$ cat src/rtl/lgps_pkg.sv
// ============================================================================
// Linear gradient pixel shader package
// Shared widths, register indexes, channel helpers and the structs passed
// between the configuration block and the two pipeline halves.
// ============================================================================
`default_nettype none

package lgps_pkg;

    localparam int COORD_W     = 12;
    localparam int SIZE_W      = 11;
    localparam int LIM_W       = COORD_W + 1;
    localparam int COLOR_W     = 16;
    localparam int POINT_W     = 24;
    localparam int CFG_IDX_W   = 3;
    localparam int CFG_DATA_W  = 24;
    localparam int DELTA_W     = 13;
    localparam int OFS_W       = 14;
    localparam int PROJ_W      = 27;
    localparam int REL_W       = PROJ_W + 1;
    localparam int NUM_W       = 27;
    localparam int CH_W        = 6;
    localparam int R_W         = 5;
    localparam int G_W         = 6;
    localparam int B_W         = 5;
    localparam int QUO_W       = CH_W;
    localparam int PROD_W      = NUM_W + QUO_W;
    localparam int NUM_CH      = 3;
    localparam int ADDR_W      = 15;
    localparam int IN_TDATA_W  = 2 * COORD_W;
    localparam int OUT_TDATA_W = 32;

    localparam int FRONT_STAGES = 5;
    localparam int LERP_STAGES  = QUO_W + 2;

    localparam int FRAME_WIDTH_DEF  = 160;
    localparam int FRAME_HEIGHT_DEF = 128;

    localparam logic [CFG_IDX_W-1:0] REG_RECT_X      = 3'd0;
    localparam logic [CFG_IDX_W-1:0] REG_RECT_Y      = 3'd1;
    localparam logic [CFG_IDX_W-1:0] REG_RECT_W      = 3'd2;
    localparam logic [CFG_IDX_W-1:0] REG_RECT_H      = 3'd3;
    localparam logic [CFG_IDX_W-1:0] REG_START_COLOR = 3'd4;
    localparam logic [CFG_IDX_W-1:0] REG_END_COLOR   = 3'd5;
    localparam logic [CFG_IDX_W-1:0] REG_GRAD_START  = 3'd6;
    localparam logic [CFG_IDX_W-1:0] REG_GRAD_END    = 3'd7;

    localparam int CH_B = 0;
    localparam int CH_G = 1;
    localparam int CH_R = 2;

    typedef struct packed {
        logic signed [COORD_W-1:0]  sx;
        logic signed [COORD_W-1:0]  sy;
        logic signed [DELTA_W-1:0]  dx;
        logic signed [DELTA_W-1:0]  dy;
        logic signed [PROJ_W-1:0]   minp;
        logic        [NUM_W-1:0]    den;
        logic [NUM_CH-1:0][CH_W-1:0] mag;
        logic [NUM_CH-1:0]          neg;
        logic        [COLOR_W-1:0]  start_color;
        logic        [COLOR_W-1:0]  end_color;
    } t_grad_cfg;

    typedef struct packed {
        logic [NUM_W-1:0]  num;
        logic [ADDR_W-1:0] addr;
        logic              we;
    } t_front_beat;

    function automatic logic [CH_W-1:0] color_chan(input logic [COLOR_W-1:0] c,
                                                   input int ch);
        logic [CH_W-1:0] v;
        if (ch == CH_R) begin
            v = CH_W'(c[COLOR_W-1 -: R_W]);
        end else if (ch == CH_G) begin
            v = c[B_W +: G_W];
        end else begin
            v = CH_W'(c[B_W-1:0]);
        end
        return v;
    endfunction

    function automatic logic [COLOR_W-1:0] pack_color(input logic [CH_W-1:0] r,
                                                      input logic [CH_W-1:0] g,
                                                      input logic [CH_W-1:0] b);
        return {r[R_W-1:0], g[G_W-1:0], b[B_W-1:0]};
    endfunction

endpackage

`default_nettype wire

$ cat src/rtl/lgps_front.sv
// ============================================================================
// Gradient projection pipeline
// Five stages: offset from the gradient start, projection products, their
// sum, offset from the corner minimum and clamping to the range. The frame
// address and write enable are formed alongside.
// ============================================================================
`default_nettype none

module lgps_front import lgps_pkg::*; #(
    parameter int FRAME_WIDTH  = FRAME_WIDTH_DEF,
    parameter int FRAME_HEIGHT = FRAME_HEIGHT_DEF
) (
    input  wire logic                      i_clk,
    input  wire logic                      i_rst_n,
    input  wire t_grad_cfg                 i_cfg,
    input  wire logic                      i_valid,
    output logic                           o_ready,
    input  wire logic signed [COORD_W-1:0] i_col,
    input  wire logic signed [COORD_W-1:0] i_row,
    output logic                           o_valid,
    input  wire logic                      i_ready,
    output t_front_beat                    o_beat
);

    localparam int LAST = FRONT_STAGES - 1;

    logic [FRONT_STAGES-1:0] r_v;
    logic [FRONT_STAGES-1:0] w_en;

    logic signed [OFS_W-1:0]  n_dcol, n_drow, r_a_dcol, r_a_drow;
    logic [SIZE_W-1:0]        r_a_col_u, r_a_row_u;
    logic                     n_we;
    logic signed [PROJ_W-1:0] r_b_pcol, r_b_prow, r_c_p;
    logic [ADDR_W-1:0]        n_addr;
    logic signed [REL_W-1:0]  r_d_rel;
    logic [NUM_W-1:0]         n_num, r_e_num;
    logic [FRONT_STAGES-1:0]  r_we;
    logic [FRONT_STAGES-1:1][ADDR_W-1:0] r_addr;

    always_comb begin
        w_en[LAST] = !r_v[LAST] || i_ready;
        for (int k = LAST - 1; k >= 0; k--) begin
            w_en[k] = !r_v[k] || w_en[k+1];
        end
    end

    always_ff @(posedge i_clk) begin
        if (!i_rst_n) begin
            r_v <= '0;
        end else begin
            if (w_en[0]) begin
                r_v[0] <= i_valid;
            end
            for (int k = 1; k < FRONT_STAGES; k++) begin
                if (w_en[k]) begin
                    r_v[k] <= r_v[k-1];
                end
            end
        end
    end

    always_comb begin
        logic col_in, row_in;
        n_dcol = OFS_W'(i_col) - OFS_W'(i_cfg.sx);
        n_drow = OFS_W'(i_row) - OFS_W'(i_cfg.sy);
        col_in = !i_col[COORD_W-1] && (LIM_W'({1'b0, i_col}) < LIM_W'(FRAME_WIDTH));
        row_in = !i_row[COORD_W-1] && (LIM_W'({1'b0, i_row}) < LIM_W'(FRAME_HEIGHT));
        n_we   = col_in && row_in;
        n_addr = r_we[0] ? ADDR_W'(ADDR_W'(r_a_row_u) * ADDR_W'(FRAME_WIDTH)
                                   + ADDR_W'(r_a_col_u)) : '0;
        priority if (r_d_rel[REL_W-1]) begin
            n_num = '0;
        end else if (r_d_rel > $signed({1'b0, i_cfg.den})) begin
            n_num = i_cfg.den;
        end else begin
            n_num = r_d_rel[NUM_W-1:0];
        end
    end

    always_ff @(posedge i_clk) begin
        if (w_en[0]) begin
            r_a_dcol  <= n_dcol;
            r_a_drow  <= n_drow;
            r_a_col_u <= i_col[SIZE_W-1:0];
            r_a_row_u <= i_row[SIZE_W-1:0];
            r_we[0]   <= n_we;
        end
        if (w_en[1]) begin
            r_b_pcol  <= PROJ_W'(r_a_dcol) * PROJ_W'(i_cfg.dx);
            r_b_prow  <= PROJ_W'(r_a_drow) * PROJ_W'(i_cfg.dy);
            r_addr[1] <= n_addr;
        end
        if (w_en[2]) begin
            r_c_p <= r_b_pcol + r_b_prow;
        end
        if (w_en[3]) begin
            r_d_rel <= REL_W'(r_c_p) - REL_W'(i_cfg.minp);
        end
        if (w_en[4]) begin
            r_e_num <= n_num;
        end
        for (int k = 1; k < FRONT_STAGES; k++) begin
            if (w_en[k]) begin
                r_we[k] <= r_we[k-1];
            end
        end
        for (int k = 2; k < FRONT_STAGES; k++) begin
            if (w_en[k]) begin
                r_addr[k] <= r_addr[k-1];
            end
        end
    end

    assign o_ready     = w_en[0];
    assign o_valid     = r_v[LAST];
    assign o_beat.num  = r_e_num;
    assign o_beat.addr = r_addr[LAST];
    assign o_beat.we   = r_we[LAST];

endmodule

`default_nettype wire

$ cat config.mk
export PLATFORM = sky130hd
export DESIGN_NAME = lgps_front
export DESIGN_NICKNAME = d
export VERILOG_FILES = /design/src/rtl/lgps_pkg.sv /design/src/rtl/lgps_front.sv
export SDC_FILE = /design/constraint.sdc
export NUM_CORES = 1
export LEC_CHECK = 0
export BUFFER_PORTS_ARGS = -buffer_cell sky130_fd_sc_hd__buf_2
export CORE_AREA = 3 3 210 212
export CTS_CLUSTER_DIAMETER = 200
export CTS_CLUSTER_SIZE = 30
export DETAILED_ROUTE_END_ITERATION = 7
export DIE_AREA = 0 0 213 215
export PLACE_DENSITY = 0.85
export SLEW_MARGIN = 10
export SYNTH_ARGS = -nofsm -noshare
export SYNTH_HDL_FRONTEND = slang
export SYNTH_SLANG_ARGS = --single-unit
$ cat constraint.sdc
create_clock -name i_clk -period 7.25 [get_ports i_clk]
set_clock_uncertainty 0.05 [all_clocks]
set_input_delay 0.725 -clock i_clk [delete_from_list [all_inputs] [get_ports i_clk]]
set_output_delay 0.725 -clock i_clk [all_outputs]
set_load 0.1 [all_outputs]
Word level (Yosys, flattened, before mapping)
Cells that the tools add are included.
W data, S select, Z words.
{"block": "totals", "out_inout_bits": 45, "elab_cells": 50, "regBits": 254, "inputBits": 185}
{"block": "op_classes", "magnitude_cmp": 3, "n_reduce_logical": 15, "add_sub_neg": 5, "muxes": 1, "multipliers": 3}
{"operator": "$mul A13 B13 Y26", "count": 2}
{"operator": "$gt A28 B28 Y1", "count": 1}
{"operator": "$sub A27 B27 Y28", "count": 1}
{"operator": "$add A27 B27 Y27", "count": 1}
{"operator": "$mux W27", "count": 1}
{"operator": "$sub A12 B12 Y13", "count": 2}
{"operator": "$lt A12 B8 Y1 const B", "count": 2}
{"operator": "$add A15 B11 Y15", "count": 1}
{"operator": "$mul A11 B3 Y10 const B", "count": 1}
{"operator": "$logic_not A1 Y1", "count": 7}
{"operator": "$logic_or A1 B1 Y1", "count": 5}
{"operator": "$logic_and A1 B1 Y1", "count": 3}

Depth between registers and ports, before layout
{"block": "logic_depth", "depth_word": 6, "depth_mapped": 23, "ltp_nobuf": 22}

Worst setup path after synthesis
No wires, ideal clock.
{"block": "synth_path", "kind": "in2reg", "startpoint": "input port i_cfg[108] in the netlist's numbering", "endpoint": "register r_b_prow[25] (data pin)", "path_buffers": 1, "setup_ps": 274, "slack_ps": 1189, "t_arrival_ps": 5738, "stages": 21, "required_time_ps": 6926, "path_cell_list": "clkbuf_1 -> and2_1 -> fa_1 -> inv_1 -> fa_1 -> inv_1 -> fa_1 -> inv_1 -> fa_1 -> inv_1 -> fa_1 -> ha_1 -> ha_1 -> o21a_1 -> o31a_1 -> o211ai_1 -> a21oi_1 -> or2_1 -> a211o_1 -> a2111oi_0 -> a211oi_1"}
{"block": "synth_via", "elab_chain_len": 1}
{"item": "from (decl)", "line_no": "lgps_front.sv:15", "source": "input wire t_grad_cfg i_cfg,"}
{"item": "$mul A13 B13 Y26", "line_no": "lgps_front.sv:90", "source": "r_b_prow <= PROJ_W'(r_a_drow) * PROJ_W'(i_cfg.dy);"}
{"item": "to (signal assigned)", "line_no": "lgps_front.sv:90"}
{"item": "to (decl)", "line_no": "lgps_front.sv:33", "source": "logic signed [PROJ_W-1:0] r_b_pcol, r_b_prow, r_c_p;"}
Every way passes these cells.
A chain may end at the register's enable or synchronous reset.

Worst setup path in the final report
{"block": "layout_path", "startpoint": "register r_a_dcol[5]", "endpoint": "register r_b_pcol[24] (data pin)"}
{"block": "layout_via", "elab_chain_len": 1}
{"item": "from (decl)", "line_no": "lgps_front.sv:30", "source": "logic signed [OFS_W-1:0] n_dcol, n_drow, r_a_dcol, r_a_drow;"}
{"item": "from (signal assigned)", "line_no": "lgps_front.sv:82", "source": "r_a_dcol <= n_dcol;"}
{"item": "$mul A13 B13 Y26", "line_no": "lgps_front.sv:89", "source": "r_b_pcol <= PROJ_W'(r_a_dcol) * PROJ_W'(i_cfg.dx);"}
{"item": "to (signal assigned)", "line_no": "lgps_front.sv:89"}
{"item": "to (decl)", "line_no": "lgps_front.sv:33"}
Every way passes these cells.

==> results_dict.tcl <==
set metrics [dict create \
    clk_path_buf_depth 3 \
    arrival_ns 6.48 \
    cts_resized 0 \
    port_buffers 176 \
    cap_violations 0 \
    critPathKind "flip-flop to flip-flop" \
    slew_violations 0 \
    synth_top_cell_area_share 0.2832 \
    placed_area_um2 27320 \
    ys_seq_elements 251 \
    grt_use_total 0.2476 \
    post-route-util 0.6570 \
    synth_cell_type_count 69 \
    synth_area_leader_cell "edfxtp_1" \
    grt_max_degree 69 \
    wl_um 55470 \
    final-instance-count-excl-fill 3178 \
    min_path_type "input pin to flip-flop" \
    hpwl_um 44630 \
    grt_overflow 0 \
    synth_edf_count 246 \
    grt_pass1_wl_um 92470 \
    gp_congestion 0.9105 \
    period_needed_ns 6.278 \
    cts_buffers 12 \
    row_count 75 \
    cts_setup_buffers 0 \
    postRouteAntennaNets 0 \
    drt_iter0_drc 1255 \
    htreeDepth 1 \
    netlist_area_um2 26080 \
    yosysWarnings 0 \
    vias 18300 \
    drt-wirelength-per-cell_um 17.45 \
    synth_common_cells "inv_1, fa_1, ha_1" \
    yosysSeqAreaShare 0.2871 \
    layout.nets 3407 \
    die_area_um2 45800 \
    setup_tns_ns 0 \
    root_buffer "clkbuf_16" \
    n_fill_cell 3124 \
    synth_cells 2520 \
    drive_above_1_share 0.08415 \
    whs_path_depth 1 \
    clk_pin_slew_ns 0.13 \
    synthMostInstantiatedCell "inv_1" \
    ctsHoldBuffers 0 \
    clkLatencyLatePin_ns 0.51 \
    r2r_start "r_a_dcol[5]$_DFFE_PP_" \
    syn-num-nets 3292 \
    worstMarginPinSlew_ns 1.183 \
    postLayoutCellArea_um2 27680 \
    cp_max_fo 13 \
    io_pins 230 \
    setup_violations 0 \
    r2r-end "r_b_pcol[24]$_DFFE_PP_" \
    synth.area.top_cells "edfxtp_1, fa_1, ha_1" \
    cts_tree "yes" \
    hold_viol_final 0 \
    antenna_found_initial 0 \
    cts.sinks 251 \
    core_area_um2 42130 \
    min_from "i_row[4]" \
    regToRegSetupSlack_ns 0.97 \
    max_clock_freq_mhz 159.3 \
    outcome "finished clean" \
    post_drt_via_cell_ratio 5.757 \
    crit_required_ns 7.45 \
    area_delta_synth_final_pct 6.136 \
    die_width_um 213 \
    r2r_cells 18 \
    crit_path_start_kind "flip-flop" \
    die_h_um 215 \
    first_pass_iters 5 \
    drc 0 \
    synth_ff_type "edfxtp_1" \
    rsz0062_at_grt "no" \
    fin_crit_sh 0.8660 \
    synthArstFlopShare 0 \
    avgSynthCellArea_um2 10.35 \
    grt_pass1_vias 19750 \
    endpoint_kind "flip-flop" \
    slew_headroom 0.2110 \
    dpl.cell_count 3160 \
    hold_path_end "r_a_row_u[4]$_DFFE_PP_" \
    initial_core_util 0.6190 \
]
## state kept, by name, summed over array words and instances, names as in the netlist
name / cells
r_c_p: 27
r_b_pcol: 26
r_v: 5
r_a_drow: 13
r_a_row_u: 10
r_e_num: 27
r_addr: 45
r_d_rel: 28
r_a_dcol: 13
o_beat: 15
r_a_col_u: 11
r_b_prow: 26
r_we: 5
## worst max-delay path: stages (launching register included)
cell and delay [ns]:
edfxtp_1 0.63, and2_1 0.29, fa_1 0.54, inv_1 0.06, fa_1 0.53, inv_1 0.05
fa_1 0.46, fa_1 0.52, fa_1 0.46, fa_1 0.41, ha_1 0.35, a21o_1 0.22
o21bai_1 0.17, a221oi_1 0.49, o211ai_1 0.23, nand2_1 0.14, o2111ai_1 0.14, a21oi_1 0.21
xnor2_1 0.08
## how the worst max path moves through the flow
stage / from / endpoint / slack, ns / cells past startpoint
floorplan: i_cfg[108] / r_b_prow[25]$_DFFE_PP_ / 1.19 / 21
global placement: i_cfg[108] / r_b_prow[25]$_DFFE_PP_ / 0.86 / 21
detailed placement: i_cfg[108] / r_b_prow[24]$_DFFE_PP_ / 0.75 / 21
CTS: r_a_dcol[5]$_DFFE_PP_ / r_b_pcol[24]$_DFFE_PP_ / 1.0 / 18
global route: r_a_dcol[6]$_DFFE_PP_ / r_b_pcol[24]$_DFFE_PP_ / 0.63 / 20
finish: r_a_dcol[5]$_DFFE_PP_ / r_b_pcol[24]$_DFFE_PP_ / 0.97 / 18
## metrics by stage
step / worst slack (ns) / hold slack (ns)
floorplan: 1.189 / 0.3503
global placement: 0.8646 / 0.3525
detailed placement: 0.7467 / 0.3545
CTS: 0.9970 / 0.3570
global route: 0.6300 / 0.3572
finish: 0.9716 / 0.3701
## placed cells by master (no fill, tap or decap), types with 6 or more instances in the layout
cell       instances
nand2_1          208
o21ai_0           59
a21o_1            36
a21boi_0          11
nand4_1           11
clkbuf_16         13
nor2_1            74
nor3_1            25
nor2b_1           39
edfxtp_1         246
nand2b_1          16
o21a_1            27
o21ai_1           33
buf_2            176
xor2_1            17
and3_1            11
o21bai_1          11
a21oi_1          105
o211ai_1           6
ha_1             257
inv_1            474
xnor2_1           97
nand3_1           51
fa_1             330
buf_4              9
a211oi_1          17
and2_1           166
or3_1             13
a31oi_1            6
## routing by layer
layer | routed length (um) | track usage
met5 | 0 | 0
met1 | 21590 | 0.3046
met2 | 28680 | 0.4458
met4 | 1727 | 0.08006
met3 | 3465 | 0.03748
## cell families (layout without fill, tap and decap cells)
logic type,after synthesis,count (layout),share of synthesized area
xor gates and xnor gates,114,114,0.03828
adders and majority gates,587,587,0.3766
other,0,1,0
and+or+nand+nor,639,639,0.1232
muxes,1,1,0.0004317
buffers and inverters,561,679,0.08381
AOI/OAI and AO/OA,367,367,0.09057
DFF,251,251,0.2871
## final cells by class
| cell class | instances | area [um2] | area share |
|---|---|---|---|
| diodes | 1 | 2.502 | 0.00009040 |
| clock buffers | 16 | 336.6 | 0.01216 |
| clock inverters | 1 | 20.02 | 0.0007232 |
| inverters | 477 | 1790 | 0.06468 |
| multi-input cells | 1708 | 16420 | 0.5932 |
| flip-flops and latches | 251 | 7487 | 0.2705 |
| well taps | 539 | 674.4 | 0.02436 |
| repair buffers | 185 | 948.4 | 0.03426 |
Power is not shown: default switching activity piles up to over one toggle a cycle in this logic, so the estimate is an artifact.
