--- src/rtl/lgps_pkg.sv ---
// ============================================================================
// Linear gradient pixel shader package
// Shared widths, register indexes, channel helpers and the structs passed
// between the configuration block and the two pipeline halves.
// ============================================================================
`default_nettype none

package lgps_pkg;

    localparam int COORD_W     = 12;
    localparam int SIZE_W      = 11;
    localparam int LIM_W       = COORD_W + 1;
    localparam int COLOR_W     = 16;
    localparam int POINT_W     = 24;
    localparam int CFG_IDX_W   = 3;
    localparam int CFG_DATA_W  = 24;
    localparam int DELTA_W     = 13;
    localparam int OFS_W       = 14;
    localparam int PROJ_W      = 27;
    localparam int REL_W       = PROJ_W + 1;
    localparam int NUM_W       = 27;
    localparam int CH_W        = 6;
    localparam int R_W         = 5;
    localparam int G_W         = 6;
    localparam int B_W         = 5;
    localparam int QUO_W       = CH_W;
    localparam int PROD_W      = NUM_W + QUO_W;
    localparam int NUM_CH      = 3;
    localparam int ADDR_W      = 15;
    localparam int IN_TDATA_W  = 2 * COORD_W;
    localparam int OUT_TDATA_W = 32;

    localparam int FRONT_STAGES = 5;
    localparam int LERP_STAGES  = QUO_W + 2;

    localparam int FRAME_WIDTH_DEF  = 160;
    localparam int FRAME_HEIGHT_DEF = 128;

    localparam logic [CFG_IDX_W-1:0] REG_RECT_X      = 3'd0;
    localparam logic [CFG_IDX_W-1:0] REG_RECT_Y      = 3'd1;
    localparam logic [CFG_IDX_W-1:0] REG_RECT_W      = 3'd2;
    localparam logic [CFG_IDX_W-1:0] REG_RECT_H      = 3'd3;
    localparam logic [CFG_IDX_W-1:0] REG_START_COLOR = 3'd4;
    localparam logic [CFG_IDX_W-1:0] REG_END_COLOR   = 3'd5;
    localparam logic [CFG_IDX_W-1:0] REG_GRAD_START  = 3'd6;
    localparam logic [CFG_IDX_W-1:0] REG_GRAD_END    = 3'd7;

    localparam int CH_B = 0;
    localparam int CH_G = 1;
    localparam int CH_R = 2;

    typedef struct packed {
        logic signed [COORD_W-1:0]  sx;
        logic signed [COORD_W-1:0]  sy;
        logic signed [DELTA_W-1:0]  dx;
        logic signed [DELTA_W-1:0]  dy;
        logic signed [PROJ_W-1:0]   minp;
        logic        [NUM_W-1:0]    den;
        logic [NUM_CH-1:0][CH_W-1:0] mag;
        logic [NUM_CH-1:0]          neg;
        logic        [COLOR_W-1:0]  start_color;
        logic        [COLOR_W-1:0]  end_color;
    } t_grad_cfg;

    typedef struct packed {
        logic [NUM_W-1:0]  num;
        logic [ADDR_W-1:0] addr;
        logic              we;
    } t_front_beat;

    function automatic logic [CH_W-1:0] color_chan(input logic [COLOR_W-1:0] c,
                                                   input int ch);
        logic [CH_W-1:0] v;
        if (ch == CH_R) begin
            v = CH_W'(c[COLOR_W-1 -: R_W]);
        end else if (ch == CH_G) begin
            v = c[B_W +: G_W];
        end else begin
            v = CH_W'(c[B_W-1:0]);
        end
        return v;
    endfunction

    function automatic logic [COLOR_W-1:0] pack_color(input logic [CH_W-1:0] r,
                                                      input logic [CH_W-1:0] g,
                                                      input logic [CH_W-1:0] b);
        return {r[R_W-1:0], g[G_W-1:0], b[B_W-1:0]};
    endfunction

endpackage

`default_nettype wire

--- src/rtl/lgps_cfg.sv ---
// ============================================================================
// Gradient configuration registers
// Holds the written registers and derives, over four register stages, the
// gradient vector, the projection range of the rectangle corners and the
// per-channel color differences.
// ============================================================================
`default_nettype none

module lgps_cfg import lgps_pkg::*; (
    input  wire logic                  i_clk,
    input  wire logic                  i_rst_n,
    input  wire logic                  i_wr_en,
    input  wire logic [CFG_IDX_W-1:0]  i_index,
    input  wire logic [CFG_DATA_W-1:0] i_data,
    output t_grad_cfg                  o_cfg
);

    logic [COORD_W-1:0] r_rect_x;
    logic [COORD_W-1:0] r_rect_y;
    logic [SIZE_W-1:0]  r_rect_w;
    logic [SIZE_W-1:0]  r_rect_h;
    logic [COLOR_W-1:0] r_start_color;
    logic [COLOR_W-1:0] r_end_color;
    logic [POINT_W-1:0] r_grad_start;
    logic [POINT_W-1:0] r_grad_end;

    logic signed [COORD_W-1:0] n_sx, n_sy, r_sx, r_sy;
    logic signed [DELTA_W-1:0] n_dx, n_dy, r_dx, r_dy;
    logic signed [OFS_W-1:0]   n_ox0, n_ox1, n_oy0, n_oy1;
    logic signed [OFS_W-1:0]   r_ox0, r_ox1, r_oy0, r_oy1;
    logic [NUM_CH-1:0][CH_W-1:0] n_mag, r_mag;
    logic [NUM_CH-1:0]           n_neg, r_neg;
    logic signed [PROJ_W-1:0]  r_px0, r_px1, r_py0, r_py1;
    logic signed [PROJ_W-1:0]  n_minp, n_maxp, r_minp, r_maxp;
    logic [NUM_W-1:0]          r_den;

    always_ff @(posedge i_clk) begin
        if (!i_rst_n) begin
            r_rect_x      <= '0;
            r_rect_y      <= '0;
            r_rect_w      <= '0;
            r_rect_h      <= '0;
            r_start_color <= '0;
            r_end_color   <= '0;
            r_grad_start  <= '0;
            r_grad_end    <= '0;
        end else if (i_wr_en) begin
            unique case (i_index)
                REG_RECT_X:      r_rect_x      <= i_data[COORD_W-1:0];
                REG_RECT_Y:      r_rect_y      <= i_data[COORD_W-1:0];
                REG_RECT_W:      r_rect_w      <= i_data[SIZE_W-1:0];
                REG_RECT_H:      r_rect_h      <= i_data[SIZE_W-1:0];
                REG_START_COLOR: r_start_color <= i_data[COLOR_W-1:0];
                REG_END_COLOR:   r_end_color   <= i_data[COLOR_W-1:0];
                REG_GRAD_START:  r_grad_start  <= i_data[POINT_W-1:0];
                REG_GRAD_END:    r_grad_end    <= i_data[POINT_W-1:0];
                default: ;
            endcase
        end
    end

    always_comb begin
        logic signed [COORD_W-1:0] ex, ey, rx, ry;
        logic [CH_W-1:0] src, dst;
        logic [CH_W:0]   diff, neg_diff;
        n_sx  = $signed(r_grad_start[COORD_W-1:0]);
        n_sy  = $signed(r_grad_start[POINT_W-1:COORD_W]);
        ex    = $signed(r_grad_end[COORD_W-1:0]);
        ey    = $signed(r_grad_end[POINT_W-1:COORD_W]);
        rx    = $signed(r_rect_x);
        ry    = $signed(r_rect_y);
        n_dx  = DELTA_W'(ex) - DELTA_W'(n_sx);
        n_dy  = DELTA_W'(ey) - DELTA_W'(n_sy);
        n_ox0 = OFS_W'(rx) - OFS_W'(n_sx);
        n_oy0 = OFS_W'(ry) - OFS_W'(n_sy);
        n_ox1 = OFS_W'(rx) + OFS_W'($signed({1'b0, r_rect_w})) - OFS_W'(n_sx);
        n_oy1 = OFS_W'(ry) + OFS_W'($signed({1'b0, r_rect_h})) - OFS_W'(n_sy);
        for (int c = 0; c < NUM_CH; c++) begin
            src      = color_chan(r_start_color, c);
            dst      = color_chan(r_end_color, c);
            diff     = {1'b0, dst} - {1'b0, src};
            neg_diff = -diff;
            n_neg[c] = diff[CH_W];
            n_mag[c] = diff[CH_W] ? neg_diff[CH_W-1:0] : diff[CH_W-1:0];
        end
        n_minp = ((r_px0 < r_px1) ? r_px0 : r_px1) + ((r_py0 < r_py1) ? r_py0 : r_py1);
        n_maxp = ((r_px0 > r_px1) ? r_px0 : r_px1) + ((r_py0 > r_py1) ? r_py0 : r_py1);
    end

    always_ff @(posedge i_clk) begin
        if (!i_rst_n) begin
            r_sx   <= '0;
            r_sy   <= '0;
            r_dx   <= '0;
            r_dy   <= '0;
            r_ox0  <= '0;
            r_ox1  <= '0;
            r_oy0  <= '0;
            r_oy1  <= '0;
            r_mag  <= '0;
            r_neg  <= '0;
            r_px0  <= '0;
            r_px1  <= '0;
            r_py0  <= '0;
            r_py1  <= '0;
            r_minp <= '0;
            r_maxp <= '0;
            r_den  <= '0;
        end else begin
            r_sx   <= n_sx;
            r_sy   <= n_sy;
            r_dx   <= n_dx;
            r_dy   <= n_dy;
            r_ox0  <= n_ox0;
            r_ox1  <= n_ox1;
            r_oy0  <= n_oy0;
            r_oy1  <= n_oy1;
            r_mag  <= n_mag;
            r_neg  <= n_neg;
            r_px0  <= PROJ_W'(r_ox0) * PROJ_W'(r_dx);
            r_px1  <= PROJ_W'(r_ox1) * PROJ_W'(r_dx);
            r_py0  <= PROJ_W'(r_oy0) * PROJ_W'(r_dy);
            r_py1  <= PROJ_W'(r_oy1) * PROJ_W'(r_dy);
            r_minp <= n_minp;
            r_maxp <= n_maxp;
            r_den  <= NUM_W'(r_maxp - r_minp);
        end
    end

    always_comb begin
        o_cfg.sx          = r_sx;
        o_cfg.sy          = r_sy;
        o_cfg.dx          = r_dx;
        o_cfg.dy          = r_dy;
        o_cfg.minp        = r_minp;
        o_cfg.den         = r_den;
        o_cfg.mag         = r_mag;
        o_cfg.neg         = r_neg;
        o_cfg.start_color = r_start_color;
        o_cfg.end_color   = r_end_color;
    end

endmodule

`default_nettype wire

--- config.mk ---
export PLATFORM = sky130hd
export DESIGN_NAME = lgps_cfg
export DESIGN_NICKNAME = d
export VERILOG_FILES = /design/src/rtl/lgps_pkg.sv /design/src/rtl/lgps_cfg.sv
export SDC_FILE = /design/constraint.sdc
export NUM_CORES = 2
export LEC_CHECK = 0
export BUFFER_PORTS_ARGS = -buffer_cell sky130_fd_sc_hd__buf_2
export CAP_MARGIN = 15
export CORE_MARGIN = 2
export CORE_UTILIZATION = 40
export CTS_CLUSTER_DIAMETER = 50
export CTS_CLUSTER_SIZE = 8
export DETAILED_ROUTE_END_ITERATION = 10
export SYNTH_ARGS = -nofsm -noshare
export SYNTH_HDL_FRONTEND = slang
export SYNTH_SLANG_ARGS = --single-unit
--- constraint.sdc ---
create_clock -name i_clk -period 8.2 [get_ports i_clk]
set_clock_uncertainty 0.1 [all_clocks]
set_input_delay 2.46 -clock i_clk [delete_from_list [all_inputs] [get_ports i_clk]]
set_output_delay 2.46 -clock i_clk [all_outputs]
set_load 0.02 [all_outputs]
After elaboration in Yosys (flattened, before gate mapping)
Index checks and enable logic that the tools add are counted.
Widths: inputs -> output; s select.

word-level totals
  bits in registers = 440
  input port bits = 30
  word-level logic and storage cells = 75
  output and inout port bits = 157

cells by class
  magnitude comparators = 4
  equality and inequality tests = 7
  multipliers = 4
  reductions and logical operators = 9
  add/sub/neg operators = 17
  mux-type cells = 7

operator list
  cell                number
  $mux 27             4
  $add 27x27->27      2
  $gt 27x27->1        2
  $lt 27x27->1        2
  $mul 14x13->27      2
  $mul 13x13->26      2
  $sub 12x12->13      4
  $sub 13x12->14      2
  $sub 27x27->27      1
  $add 12x12->13      2
  $mux 6              3
  $neg 6->6           3
  $reduce_and 2->1    8
  $eq 3x3->1 const B  4
  $sub 5x5->6         2
  $sub 6x6->7         1
  $eq 3x2->1 const B  2
  $eq 3x1->1 const B  1
  $logic_not 3->1     1

Longest topological paths before layout
  depth after elaboration = 3
  mapped depth = 25
  mapped depth without buffers = 24

Worst setup path after synthesis
No wires, ideal clock.

  kind = register to register
  start point = register r_dx[4]
  end point = register r_px0[24]
  library setup time = 0.128 ns
  data required time = 7.972 ns
  clock period less this slack = 6.099 ns
  stages on the path, launching flop included = 21
  setup slack = 2.101 ns
  arrival = 5.872 ns
  buffers on the path = 2
  path through = dfxtp_1 clkbuf_1 clkbuf_1 nand2_1 fa_1 fa_1 inv_1 fa_1 fa_1 fa_1 fa_1 ha_1 a21o_1 a21o_1 a22oi_1 o31ai_1 o31ai_1 o2111ai_1 a31oi_1 xor2_1 nor2_1

on the way
  word-level cells in the longest chain between the ends = 1

RTL lines
  what                    line             text
  start, declared         lgps_cfg.sv:28   logic signed [DELTA_W-1:0] n_dx, n_dy, r_dx, r_dy;
  start signal, assigned  lgps_cfg.sv:112  r_dx <= n_dx;
  $mul 13x13->26          lgps_cfg.sv:120  r_px0 <= PROJ_W'(r_ox0) * PROJ_W'(r_dx);
  end signal, assigned    lgps_cfg.sv:120
  end, declared           lgps_cfg.sv:33   logic signed [PROJ_W-1:0] r_px0, r_px1, r_py0, r_py1;

Every way passes these cells.
A chain may end at the register's enable or synchronous reset.

Worst setup path in the final report
  start point = register r_dy[1]
  end point = register r_py1[24]

on the way
  word-level cells in the longest chain between the ends = 1

RTL lines
  what                    line             text
  start, declared         lgps_cfg.sv:28
  start signal, assigned  lgps_cfg.sv:113  r_dy <= n_dy;
  $mul 14x13->27          lgps_cfg.sv:123  r_py1 <= PROJ_W'(r_oy1) * PROJ_W'(r_dy);
  end signal, assigned    lgps_cfg.sv:123
  end, declared           lgps_cfg.sv:33

Every way passes these cells.

==> metrics <==
status=finished clean; slowest stage delay, CP=approximately 950 ps; post-CTS resize count=0; die area=between 100000 and 150000 um^2; # rows=approximately 130; TNS Setup=0 ps; layout cells sized above 1=6.30%; crit path DAT=a little under 7000 ps; most common cell in the netlist=inv_1; part of the power in combinational logic=around 54%; Max Clock Freq=roughly 0.15 GHz; Port Buf Inserts=186; Clock power frac=23.6%; Die Y=352 um; DR DRC count=0; Post-synth EDFFs=0; routed len/inst=approximately 17 um; CTS tree=done; Cell Int Power=just over 7 mW; Final Critical Period=~6500 ps; Synth Flop Type=dfxtp_1; VDD IR max=roughly 0.00028 V; CP max-delay cell=dfxtp_1; Final Setup Violations=0; GP Congestion=between 0.8 and 0.9; hold crit path type=reg2reg; Max FO, Critical Path=28; CP startpoint kind=flop; CP Class=reg2reg; largest net degree at the start of global routing=128; dpl hpwl=approximately 100 mm; nature of the critical path endpoint=flop; Area Growth Syn to Fin=10.2%; fin crit share=between 70 and 80%; syn nets=slightly below 7000; asr flop ratio synth=0%; Worst-path clk slew=roughly 50 ps; vias in the first global route=between 30000 and 40000; Area contributors post-synth=fa_1, dfxtp_1, ha_1; Synth area leader=fa_1; MaxCap Viol Count=0; Post-synth top cells=inv_1, nand2_1, fa_1; antenna-violating nets left=0; mapped cell area=about 49000 um^2; Num Clock Sinks=between 400 and 500; htree depth=3; Initial Util=40.4%; first-pass GRT wire length=202 mm; min-delay src=r_grad_end[12]$_SDFFE_PN0P_; cell mode on critical path=fa_1; Yosys reg bits=about 440; Worst slew margin=a little under a third; width of the die=between 300 and 400 um; drt total wl=roughly 120 mm; Setup Fix Bufs, Post-CTS=0; Inserted Clock Buffers=between 70 and 80; net switching power=~6 mW; Fillers=about 12000; GR Overflow Total=0; Final Total Pwr=approximately 13 mW; P per Cell Area=243 nW/um^2; R2R Path Start=r_dy[1]$_SDFF_PN0_; final-report hold violation count=0; clk buf depth=3; # IOs=187; Mean Syn Cell Area=~8.6 um^2; Synth Instances=roughly 5600; Distinct cells, synth=73; First DRT Iteration DRCs=approximately 1800; area share of the largest cell type after synthesis=29.0%; hold slack=around 350 ps; drt via density=a little under 5; Worst-Skew Late Latency=between 600 and 700 ps; Root Driver=clkbuf_16; hold-fix buffers at CTS=0; post-route cell area=about 53000 um^2; drt pass-1 iters=5; initial antenna violation count=5; final slew viol count=0; measured slew at the worst slew-check pin=about 1000 ps; Worst Path Required=between 8000 and 9000 ps; core outline area=between 100000 and 150000 um^2; placed cell area=between 50000 and 60000 um^2; Leak=26.0 nW; Worst setup startpoint=r_dy[1]$_SDFF_PN0_; Cell Chain, Critical Path=nand2_1 -> fa_1 -> fa_1 -> inv_1 -> fa_1 -> inv_1 -> fa_1 -> inv_1 -> fa_1 -> ha_1 -> ha_1 -> nor2_1 -> o21ai_0 -> a31oi_1 -> a22oi_1 -> a211oi_1 -> nor3_1 -> a21oi_1 -> mux2i_1 -> a311o_1; RSZ-0062 raised after global routing=no; total number of vias=between 30000 and 40000; Synthesis Warnings=0; Nets=between 6000 and 7000; Total GRT Usage=between 20% and 30%; part of the power in registers=22.4%; Net Sw Frac=roughly 45%; sequential share of the synthesized area=a little under a fifth
-- per-layer routing --
metal  global-route usage [%]  wire length, um
met1                     28.0            59000
met2                     32.6            56100
met3                     3.28             6330
met4                     5.02             2770
met5                        0               12
-- kinds of logic after synthesis --
group           share of synthesized area (%)
buf+inv                                  9.30
xor+xnor                                 3.45
fa+ha+maj                                41.8
simple gates                             17.2
compound gates                           9.61
flops                                    18.1
mux                                     0.508
-- layout make-up --
class	instances	area, um^2	area share [%]
flip-flops and latches	438	8770	16.4
inverters	975	3670	6.86
clock buffers	93	2060	3.85
well taps	1612	2020	3.77
diodes	3	7.51	0.0140
repair buffers	226	1250	2.33
multi-input cells	4001	35300	66.0
clock inverters	28	427	0.798
-- worst max-delay path, delay by kind of cell (launching register included) --
kind                     cells  cell delay [ps]
multiplexers                 1              130
AO/OA/AOI/OAI                6             1270
buffers and inverters        3              160
AND/OR/NAND/NOR              3              630
flip-flops                   1              950
adder cells (fa/ha/maj)      7             3130
-- path summary, 6_finish.rpt --
check        cells after the start                          end  slack (ps)
max                             20         r_py1[24]$_SDFF_PN0_        1700
min                              2  r_grad_end[12]$_SDFFE_PN0P_         350
max reg2reg                     20         r_py1[24]$_SDFF_PN0_        1700
min reg2reg                      2  r_grad_end[12]$_SDFFE_PN0P_         350
-- through the flow --
step / utilization, % / setup slack (ps) / instances
4_1_cts: 44.5 / 1620 / 7373
2_1_floorplan: - / 2100 / 5639
3_3_place_gp: 42.4 / 1750 / 7252
6_report: 44.5 / 1700 / 7376
5_1_grt: 44.5 / 1240 / 7373
3_5_place_dp: 42.4 / 1640 / 7252
-- power groups by stage --
stage                     registers [mW]  logic [mW]  clock network [mW]
after floorplan                     2.76        5.26                   0
after global placement              2.94        6.90                   0
after detailed placement            2.95        6.97                   0
after CTS                           2.91        7.03                3.16
after global routing                2.94        7.95                3.26
final                               2.90        7.01                3.07
-- sequential cells by signal, indices dropped and copies added, names as in the netlist, 12 cells and up --
signal / cells
r_py0: 26
r_grad_start: 24
r_dy: 13
r_px0: 26
r_end_color: 16
r_py1: 27
r_oy1: 14
r_rect_x: 12
r_oy0: 13
r_ox1: 14
r_maxp: 27
r_minp: 27
r_den: 27
r_rect_y: 12
r_start_color: 16
r_dx: 13
r_grad_end: 24
r_ox0: 13
r_px1: 27
r_sx: 12
o_cfg: 18
r_sy: 12
-- cell usage in the layout (no fill, tap or decap), types with 118 or more instances in the layout --
cell type / n
fa_1: 702
xnor2_1: 122
dfxtp_1: 438
a21oi_1: 260
inv_1: 973
and2_1: 336
o21ai_0: 118
ha_1: 499
nand2_1: 815
nor2_1: 345
buf_2: 185
Note: power is estimated with default switching activity, not from simulation.
