===== config.mk =====
export PLATFORM = sky130hd
export DESIGN_NAME = lgps_lerp
export DESIGN_NICKNAME = d
export VERILOG_FILES = /design/src/rtl/lgps_pkg.sv /design/src/rtl/lgps_lerp.sv
export SDC_FILE = /design/constraint.sdc
export NUM_CORES = 2
export LEC_CHECK = 0
export ABC_AREA = 1
export BUFFER_PORTS_ARGS = -buffer_cell sky130_fd_sc_hd__buf_2
export CORE_ASPECT_RATIO = 1.25
export CORE_MARGIN = 3
export CORE_UTILIZATION = 62
export CTS_CLUSTER_SIZE = 30
export DETAILED_ROUTE_END_ITERATION = 8
export GPL_TIMING_DRIVEN = 0
export PLACE_DENSITY = 0.79
export SLEW_MARGIN = 0
export SYNTH_ARGS = -nofsm -noshare
export SYNTH_HDL_FRONTEND = slang
export SYNTH_SLANG_ARGS = --single-unit

===== constraint.sdc =====
create_clock -name i_clk -period 18.2 [get_ports i_clk]
set_input_delay 3.64 -clock i_clk [delete_from_list [all_inputs] [get_ports i_clk]]
set_output_delay 3.64 -clock i_clk [all_outputs]
set_load 0.005 [all_outputs]

===== src/rtl/lgps_pkg.sv =====
// ============================================================================
// Linear gradient pixel shader package
// Shared widths, register indexes, channel helpers and the structs passed
// between the configuration block and the two pipeline halves.
// ============================================================================
`default_nettype none

package lgps_pkg;

    localparam int COORD_W     = 12;
    localparam int SIZE_W      = 11;
    localparam int LIM_W       = COORD_W + 1;
    localparam int COLOR_W     = 16;
    localparam int POINT_W     = 24;
    localparam int CFG_IDX_W   = 3;
    localparam int CFG_DATA_W  = 24;
    localparam int DELTA_W     = 13;
    localparam int OFS_W       = 14;
    localparam int PROJ_W      = 27;
    localparam int REL_W       = PROJ_W + 1;
    localparam int NUM_W       = 27;
    localparam int CH_W        = 6;
    localparam int R_W         = 5;
    localparam int G_W         = 6;
    localparam int B_W         = 5;
    localparam int QUO_W       = CH_W;
    localparam int PROD_W      = NUM_W + QUO_W;
    localparam int NUM_CH      = 3;
    localparam int ADDR_W      = 15;
    localparam int IN_TDATA_W  = 2 * COORD_W;
    localparam int OUT_TDATA_W = 32;

    localparam int FRONT_STAGES = 5;
    localparam int LERP_STAGES  = QUO_W + 2;

    localparam int FRAME_WIDTH_DEF  = 160;
    localparam int FRAME_HEIGHT_DEF = 128;

    localparam logic [CFG_IDX_W-1:0] REG_RECT_X      = 3'd0;
    localparam logic [CFG_IDX_W-1:0] REG_RECT_Y      = 3'd1;
    localparam logic [CFG_IDX_W-1:0] REG_RECT_W      = 3'd2;
    localparam logic [CFG_IDX_W-1:0] REG_RECT_H      = 3'd3;
    localparam logic [CFG_IDX_W-1:0] REG_START_COLOR = 3'd4;
    localparam logic [CFG_IDX_W-1:0] REG_END_COLOR   = 3'd5;
    localparam logic [CFG_IDX_W-1:0] REG_GRAD_START  = 3'd6;
    localparam logic [CFG_IDX_W-1:0] REG_GRAD_END    = 3'd7;

    localparam int CH_B = 0;
    localparam int CH_G = 1;
    localparam int CH_R = 2;

    typedef struct packed {
        logic signed [COORD_W-1:0]  sx;
        logic signed [COORD_W-1:0]  sy;
        logic signed [DELTA_W-1:0]  dx;
        logic signed [DELTA_W-1:0]  dy;
        logic signed [PROJ_W-1:0]   minp;
        logic        [NUM_W-1:0]    den;
        logic [NUM_CH-1:0][CH_W-1:0] mag;
        logic [NUM_CH-1:0]          neg;
        logic        [COLOR_W-1:0]  start_color;
        logic        [COLOR_W-1:0]  end_color;
    } t_grad_cfg;

    typedef struct packed {
        logic [NUM_W-1:0]  num;
        logic [ADDR_W-1:0] addr;
        logic              we;
    } t_front_beat;

    function automatic logic [CH_W-1:0] color_chan(input logic [COLOR_W-1:0] c,
                                                   input int ch);
        logic [CH_W-1:0] v;
        if (ch == CH_R) begin
            v = CH_W'(c[COLOR_W-1 -: R_W]);
        end else if (ch == CH_G) begin
            v = c[B_W +: G_W];
        end else begin
            v = CH_W'(c[B_W-1:0]);
        end
        return v;
    endfunction

    function automatic logic [COLOR_W-1:0] pack_color(input logic [CH_W-1:0] r,
                                                      input logic [CH_W-1:0] g,
                                                      input logic [CH_W-1:0] b);
        return {r[R_W-1:0], g[G_W-1:0], b[B_W-1:0]};
    endfunction

endpackage

`default_nettype wire


===== src/rtl/lgps_lerp.sv =====
// ============================================================================
// Color interpolation pipeline
// Scales each channel difference by the clamped position, divides by the
// range in a pipelined restoring divider of one quotient bit per stage and
// adds the signed step to the start color (end color for a zero range).
// ============================================================================
`default_nettype none

module lgps_lerp import lgps_pkg::*; (
    input  wire logic         i_clk,
    input  wire logic         i_rst_n,
    input  wire t_grad_cfg    i_cfg,
    input  wire logic         i_valid,
    output logic              o_ready,
    input  wire t_front_beat  i_beat,
    output logic              o_valid,
    input  wire logic         i_ready,
    output logic [COLOR_W-1:0] o_color,
    output logic [ADDR_W-1:0] o_addr,
    output logic              o_we
);

    localparam int LAST = LERP_STAGES - 1;

    logic [LERP_STAGES-1:0] r_v;
    logic [LERP_STAGES-1:0] w_en;

    logic [QUO_W-1:0][NUM_CH-1:0][PROD_W-1:0] n_rem, r_rem;
    logic [QUO_W-1:0][NUM_CH-1:0][QUO_W-1:0]  n_q, r_q;
    logic [NUM_CH-1:0][PROD_W-1:0]            n_prod;
    logic [COLOR_W-1:0]                       n_color, r_color;
    logic [LERP_STAGES-1:0][ADDR_W-1:0]       r_addr;
    logic [LERP_STAGES-1:0]                   r_we;

    always_comb begin
        w_en[LAST] = !r_v[LAST] || i_ready;
        for (int k = LAST - 1; k >= 0; k--) begin
            w_en[k] = !r_v[k] || w_en[k+1];
        end
    end

    always_ff @(posedge i_clk) begin
        if (!i_rst_n) begin
            r_v <= '0;
        end else begin
            if (w_en[0]) begin
                r_v[0] <= i_valid;
            end
            for (int k = 1; k < LERP_STAGES; k++) begin
                if (w_en[k]) begin
                    r_v[k] <= r_v[k-1];
                end
            end
        end
    end

    always_comb begin
        logic [PROD_W-1:0] dsh;
        logic [QUO_W-1:0]  q_in;
        logic              ge;
        for (int c = 0; c < NUM_CH; c++) begin
            n_prod[c] = PROD_W'(i_cfg.mag[c]) * PROD_W'(i_beat.num);
        end
        for (int j = 0; j < QUO_W; j++) begin
            for (int c = 0; c < NUM_CH; c++) begin
                dsh = PROD_W'(i_cfg.den) << (QUO_W - 1 - j);
                if (j == 0) begin
                    q_in = '0;
                end else begin
                    q_in = r_q[j-1][c];
                end
                ge                     = r_rem[j][c] >= dsh;
                n_rem[j][c]            = ge ? (r_rem[j][c] - dsh) : r_rem[j][c];
                n_q[j][c]              = q_in;
                n_q[j][c][QUO_W-1-j]   = ge;
            end
        end
    end

    always_comb begin
        logic [NUM_CH-1:0][CH_W-1:0] ch;
        logic [CH_W-1:0] src;
        for (int c = 0; c < NUM_CH; c++) begin
            src   = color_chan(i_cfg.start_color, c);
            ch[c] = i_cfg.neg[c] ? (src - r_q[QUO_W-1][c]) : (src + r_q[QUO_W-1][c]);
        end
        if (i_cfg.den == '0) begin
            n_color = i_cfg.end_color;
        end else begin
            n_color = pack_color(ch[CH_R], ch[CH_G], ch[CH_B]);
        end
    end

    always_ff @(posedge i_clk) begin
        if (w_en[0]) begin
            r_rem[0]  <= n_prod;
            r_addr[0] <= i_beat.addr;
            r_we[0]   <= i_beat.we;
        end
        for (int j = 0; j < QUO_W; j++) begin
            if (w_en[j+1]) begin
                r_q[j] <= n_q[j];
                if (j < QUO_W - 1) begin
                    r_rem[j+1] <= n_rem[j];
                end
            end
        end
        if (w_en[LAST]) begin
            r_color <= n_color;
        end
        for (int k = 1; k < LERP_STAGES; k++) begin
            if (w_en[k]) begin
                r_addr[k] <= r_addr[k-1];
                r_we[k]   <= r_we[k-1];
            end
        end
    end

    assign o_ready = w_en[0];
    assign o_valid = r_v[LAST];
    assign o_color = r_color;
    assign o_addr  = r_addr[LAST];
    assign o_we    = r_we[LAST];

endmodule

`default_nettype wire


# Yosys cells after proc, flatten, opt, wreduce, memory -nomap -nowiden
# Index checks and enable logic that the tools add are counted.
[word_totals]
romBits = 0
in_bits = 204
n_memories = 0
latchBits = 0
ff_bits = 797
elab_cells = 137
ramBits = 0
output_inout_bits = 34
[classes]
order_cmp = 18
n_mul = 3
muxes = 19
bitwise_logic = 0
n_addsub = 21
n_div = 0
shifts = 0
n_reduce_logical = 17
eq_ne = 0
[op_table]
columns = ["cell", "n"]
rows = [
  ["33-bit 2-to-1 mux", 15],
  ["33-bit by 27-bit >= comparator with 1-bit output", 3],
  ["33-bit by 28-bit >= comparator with 1-bit output", 3],
  ["33-bit by 29-bit >= comparator with 1-bit output", 3],
  ["33-bit by 30-bit >= comparator with 1-bit output", 3],
  ["33-bit by 31-bit >= comparator with 1-bit output", 3],
  ["33-bit by 32-bit >= comparator with 1-bit output", 3],
  ["6-bit by 27-bit multiplier with 33-bit output", 3],
  ["33-bit by 28-bit subtractor with 33-bit output", 3],
  ["33-bit by 29-bit subtractor with 33-bit output", 3],
  ["33-bit by 30-bit subtractor with 33-bit output", 3],
  ["33-bit by 31-bit subtractor with 33-bit output", 3],
  ["33-bit by 32-bit subtractor with 33-bit output", 3],
  ["27-bit zero test", 1],
  ["16-bit 2-to-1 mux", 1],
  ["5-bit adder", 2],
  ["5-bit 2-to-1 mux", 2],
  ["5-bit subtractor", 2],
  ["1-bit zero test", 8],
  ["1-bit logical OR", 8],
  ["6-bit adder", 1],
  ["6-bit 2-to-1 mux", 1],
  ["6-bit subtractor", 1],
]

# Logic depth before layout (Yosys ltp)
[logic_depth]
ltp_word = 9
ltp_mapped = 20

# Worst setup path before layout
# OpenSTA, ideal clock, no wires.
[synth_timing]
path_kind = "input port to output port"
startpoint = "input i_ready"
endpoint = "output o_ready"
setup_slack_ns = 0.969
required_ns = 14.560
cell_stages = 6
n_path_buf = 0
arrival_time_ns = 13.591
path_cell_list = "nor2_1 -> nand4_1 -> nor2_1 -> nand2_1 -> nor2_1 -> nand2_1"
[synth_between]
elab_chain_cells = 8
[synth_rtl]
columns = ["element", "line", "source"]
rows = [
  ["start: declaration", "lgps_lerp.sv:17", "input wire logic i_ready,"],
  ["1-bit logical OR", "lgps_lerp.sv:36", "w_en[LAST] = !r_v[LAST] || i_ready;"],
  ["1-bit logical OR (3 in series)", "lgps_lerp.sv:38", "w_en[k] = !r_v[k] || w_en[k+1];"],
  ["via w_en[4]", "lgps_lerp.sv:26", "logic [LERP_STAGES-1:0] w_en;"],
  ["1-bit logical OR (2 in series)", "lgps_lerp.sv:38", ""],
  ["via w_en[2]", "lgps_lerp.sv:26", ""],
  ["1-bit logical OR (2 in series)", "lgps_lerp.sv:38", ""],
  ["end: declaration", "lgps_lerp.sv:14", "output logic o_ready,"],
]
# The timed path passes the listed nets, and every way through them passes these cells.

# Final worst setup path
# Same ends and word-level chain as after synthesis.

==> key figures <==
Outcome
  • Outcome: complete, no violations

STA
  • Fin crit period: 11.01 ns
  • Worst hold margin: 0.412 ns
  • Worst clock skew: 0.0262 ns
  • Period Utilization, post-route: 60.5%
  • Least-Margin Pin Slew: 1.20 ns
  • Setup ws final: 7.19 ns
  • Final setup violation count: 0
  • Timing-limited maximum frequency: 0.0909 GHz
  • Unrepaired setup endpoints after global routing: no
  • Final Slew Violations: 0
  • Total negative slack for setup checks: 0 ns
  • Worst slew margin relative to its limit: 19.8%
  • Number of endpoints with negative hold slack in the final report: 0

Drt
  • Sum of routed wire length over all layers: 266,000 µm
  • Detail-routed net length per standard cell: 18.1 µm
  • DR DRC count: 0
  • Via total after detailed routing: 80,200
  • DRT antenna net count: 0
  • Iteration-0 DRC Markers: 7,541
  • Detailed-route vias per instance: 5.44
  • Total iterations of the first detailed-routing run: 7

Worst setup path
  • Crit end category: output pin
  • CP startpoint kind: input port
  • Critical path data arrival time: 7.37 ns
  • Setup slack on the worst flop-to-flop path: 13.66 ns
  • Critical R2R Capture: r_rem[94]
  • Classification of the worst setup path: input port to output pin
  • Number of cell instances on the worst register-to-register path: 8
  • Required time at the endpoint of the critical path: 14.56 ns
  • Origin of the critical flop-to-flop path: r_v[7]
  • Maximum net fanout on the critical path: 44

Synth
  • Post-Syn Nets: 13,800
  • Number of enable-type register cells in the synthesized netlist: 789
  • Cells after synthesis: 12,700
  • Warning count from the yosys run: 0
  • Distinct cells, synth: 44
  • Proportion of synthesized chip area in sequential cells: 28.5%
  • Synth Register Bits: 797
  • Mapped cell area: 83,700 µm²
  • Share of flip-flops with an asynchronous set or reset: 0%
  • Mean instance size in the synthesized netlist: 6.59 µm²
  • Flip-flop cell with the highest count after synthesis: sky130_fd_sc_hd__edfxtp_1

Floorplanning
  • Placement row count: 150
  • DIE HEIGHT: 417 µm
  • Placeable Area: 134,000 µm²
  • Overall die width: 335 µm
  • Num ports: 238
  • Die Area: 139,000 µm²
  • Initial standard-cell utilization of the core: 62.5%

Worst hold path
  • Class of the tightest hold or removal check: flop to flop
  • Cell depth of the worst min-delay path: 0
  • Origin of the worst min-delay path: n_q[74]
  • Worst hold path endpoint: n_q[92]

Clock tree
  • Buffer cell driving the clock tree root: sky130_fd_sc_hd__clkbuf_16
  • TritonCTS clock tree: done
  • CTS-repair resized insts: 0
  • Clock Tree Buf Depth: 3
  • Hold Buf Count CTS: 0
  • Inserted Clock Buffers: 78
  • Insertion delay of the later-clocked pin in the worst-skew pair: 0.71 ns
  • Setup fix buffers added after clock tree synthesis: 0
  • Number of sinks on the clock net: 797
  • H-tree depth: 3
  • Clock-pin transition on the worst setup and hold timing paths: 0.06 ns

Power
  • Leakage power total: 52.1 nW
  • Areal power density over the cells: 166 nW/µm²
  • Peak supply drop: 0.0860 mV

Layout
  • Sequential cell area: 23,900 µm²
  • Area of combinational cells with multiple inputs: 48,300 µm²
  • Area grow syn2layout: 7.36%
  • Layout Cell Area excl Fill: 89,800 µm²
  • Fraction of final layout cells with drive strength greater than 1: 3.55%
  • Final core utilization: 67.1%
  • Count of filler cells inserted in the layout: 11,900
  • Number of nets in the final layout: 14,100

Global route
  • Final global-route overflow total: 0
  • Pin count of the biggest net entering global routing: 83
  • Global-route usage over all layers: 37.6%
  • First-pass GRT wire length: 408,000 µm
  • Vias in the first global route: 78,100
  • Antenna violations before repair: 5

Flow run
  • Count of max-cap constraint violations: 0

Place
  • Hpwl dp: 215,000 µm
  • Buffers added on ports: 115
  • Pre-CTS setup slack: 7.15 ns
  • Cell area reported after detailed placement: 87,200 µm²
  • Routability congestion estimate: 1.05
-- metrics by stage --
| stage | total power [mW] | std cells |
|---|---|---|
| final | 14.9 | 14700 |
| after global placement | 12.7 | 14600 |
| after floorplan | 10.4 | 12700 |
| after global routing | 16.2 | 14700 |
| after CTS | 14.7 | 14700 |
| after detailed placement | 13.0 | 14600 |
-- cell type report --
type | count | share of cell area (%)
buffer | 203 | 1.10
clock inverter | 52 | 0.667
inverter | 2819 | 11.8
clock buffer | 90 | 2.22
antenna | 4 | 0.0111
tap | 1748 | 2.44
sequential | 797 | 26.6
multi-input combinational | 8873 | 53.7
timing repair buffer | 151 | 1.48
-- worst max-delay path by stage --
stage,start,to,slack (ns),depth (start not counted)
final,i_ready,o_ready,7.19,8
after global routing,i_ready,o_ready,6.77,8
after CTS,i_ready,o_ready,7.11,8
after detailed placement,i_ready,o_ready,7.15,8
after global placement,i_ready,o_ready,-3.09,8
after floorplan,i_ready,o_ready,0.97,6
-- critical path, stage by stage --
cell,delay [ns]
sky130_fd_sc_hd__buf_2,0.10
sky130_fd_sc_hd__nor2_1,0.39
sky130_fd_sc_hd__nand4_1,0.79
sky130_fd_sc_hd__nor2_1,0.66
sky130_fd_sc_hd__nand2_4,0.50
sky130_fd_sc_hd__nor2_1,0.52
sky130_fd_sc_hd__nand2_4,0.47
sky130_fd_sc_hd__buf_2,0.29
-- synthesized netlist by cell type (3+ instances only) --
cell type / count / area [µm²]
sky130_fd_sc_hd__a211oi_1: 3 / 22.5
sky130_fd_sc_hd__a21o_1: 11 / 82.6
sky130_fd_sc_hd__a21oi_1: 386 / 1930
sky130_fd_sc_hd__a21oi_2: 16 / 140
sky130_fd_sc_hd__a31oi_1: 6 / 37.5
sky130_fd_sc_hd__and2_1: 59 / 369
sky130_fd_sc_hd__and3_1: 13 / 81.3
sky130_fd_sc_hd__buf_1: 3 / 11.3
sky130_fd_sc_hd__buf_2: 63 / 315
sky130_fd_sc_hd__buf_4: 20 / 150
sky130_fd_sc_hd__buf_6: 10 / 113
sky130_fd_sc_hd__clkbuf_1: 107 / 402
sky130_fd_sc_hd__dfxtp_1: 8 / 160
sky130_fd_sc_hd__edfxtp_1: 789 / 23700
sky130_fd_sc_hd__fa_1: 321 / 6430
sky130_fd_sc_hd__ha_1: 625 / 7820
sky130_fd_sc_hd__inv_1: 2788 / 10500
sky130_fd_sc_hd__inv_2: 30 / 113
sky130_fd_sc_hd__nand2_1: 5101 / 19100
sky130_fd_sc_hd__nand2_2: 12 / 75.1
sky130_fd_sc_hd__nand3_1: 667 / 3340
sky130_fd_sc_hd__nand3b_1: 64 / 480
sky130_fd_sc_hd__nand4_1: 174 / 1090
sky130_fd_sc_hd__nor2_1: 841 / 3160
sky130_fd_sc_hd__nor3_1: 84 / 420
sky130_fd_sc_hd__nor3b_1: 5 / 37.5
sky130_fd_sc_hd__nor4_1: 11 / 68.8
sky130_fd_sc_hd__o21a_1: 8 / 60.1
sky130_fd_sc_hd__o21ai_0: 135 / 676
sky130_fd_sc_hd__o21ai_1: 24 / 120
sky130_fd_sc_hd__o21bai_1: 9 / 67.6
sky130_fd_sc_hd__or2_0: 3 / 18.8
sky130_fd_sc_hd__or2_2: 6 / 37.5
sky130_fd_sc_hd__xnor2_1: 38 / 333
sky130_fd_sc_hd__xor2_1: 239 / 2090
-- layer usage --
metal  share of wire (%)  up-vias  global-route usage, %
met5              0.0053        -                      0
met4                 8.9        2                   28.5
met3                 6.6     1001                   3.97
met2                  47     3561                   64.7
met1                  37    36400                   43.2
li1                    -    39200                      -
-- flip-flops by register name, indices dropped and copies added, names as in the netlist --
register	flops
n_q	35
o_addr	15
o_color	16
r_addr	105
r_q	16
r_rem	594
r_v	8
r_we	8
-- placed cells by master, fill, tap and decap left out, types with 16 or more instances in the layout --
cell | synthesis | layout
sky130_fd_sc_hd__clkbuf_1 | 107 | 119
sky130_fd_sc_hd__nor3_1 | 84 | 84
sky130_fd_sc_hd__buf_12 | 0 | 20
sky130_fd_sc_hd__fa_1 | 321 | 321
sky130_fd_sc_hd__clkbuf_16 | 0 | 78
sky130_fd_sc_hd__nand2_1 | 5101 | 5098
sky130_fd_sc_hd__inv_1 | 2788 | 2761
sky130_fd_sc_hd__a21oi_1 | 386 | 386
sky130_fd_sc_hd__inv_2 | 30 | 55
sky130_fd_sc_hd__o21ai_1 | 24 | 24
sky130_fd_sc_hd__nand4_1 | 174 | 174
sky130_fd_sc_hd__and2_1 | 59 | 59
sky130_fd_sc_hd__nand3b_1 | 64 | 64
sky130_fd_sc_hd__edfxtp_1 | 789 | 789
sky130_fd_sc_hd__o21ai_0 | 135 | 135
sky130_fd_sc_hd__xnor2_1 | 38 | 38
sky130_fd_sc_hd__buf_2 | 63 | 178
sky130_fd_sc_hd__nor2_1 | 841 | 841
sky130_fd_sc_hd__buf_4 | 20 | 20
sky130_fd_sc_hd__a21oi_2 | 16 | 16
sky130_fd_sc_hd__ha_1 | 625 | 625
sky130_fd_sc_hd__nand3_1 | 667 | 666
sky130_fd_sc_hd__xor2_1 | 239 | 239
-- report_power, final --
group          switching, mW  internal, mW
clock                  0.759         0.894
sequential             0.526          3.23
combinational           6.32          3.17
total                   7.61          7.29
-- kinds of logic (layout without fill, tap and decap cells) --
kind of cell | Yosys count | in the layout | synth area share [%]
compound gates | 601 | 601 | 3.78
flops | 797 | 797 | 28.5
simple gates | 7049 | 7049 | 33.9
buf+inv | 3022 | 3315 | 13.8
xor+xnor | 277 | 277 | 2.90
other cells | 0 | 4 | 0
fa+ha+maj | 946 | 946 | 17.0
Note: power is estimated with default switching activity, not from simulation.
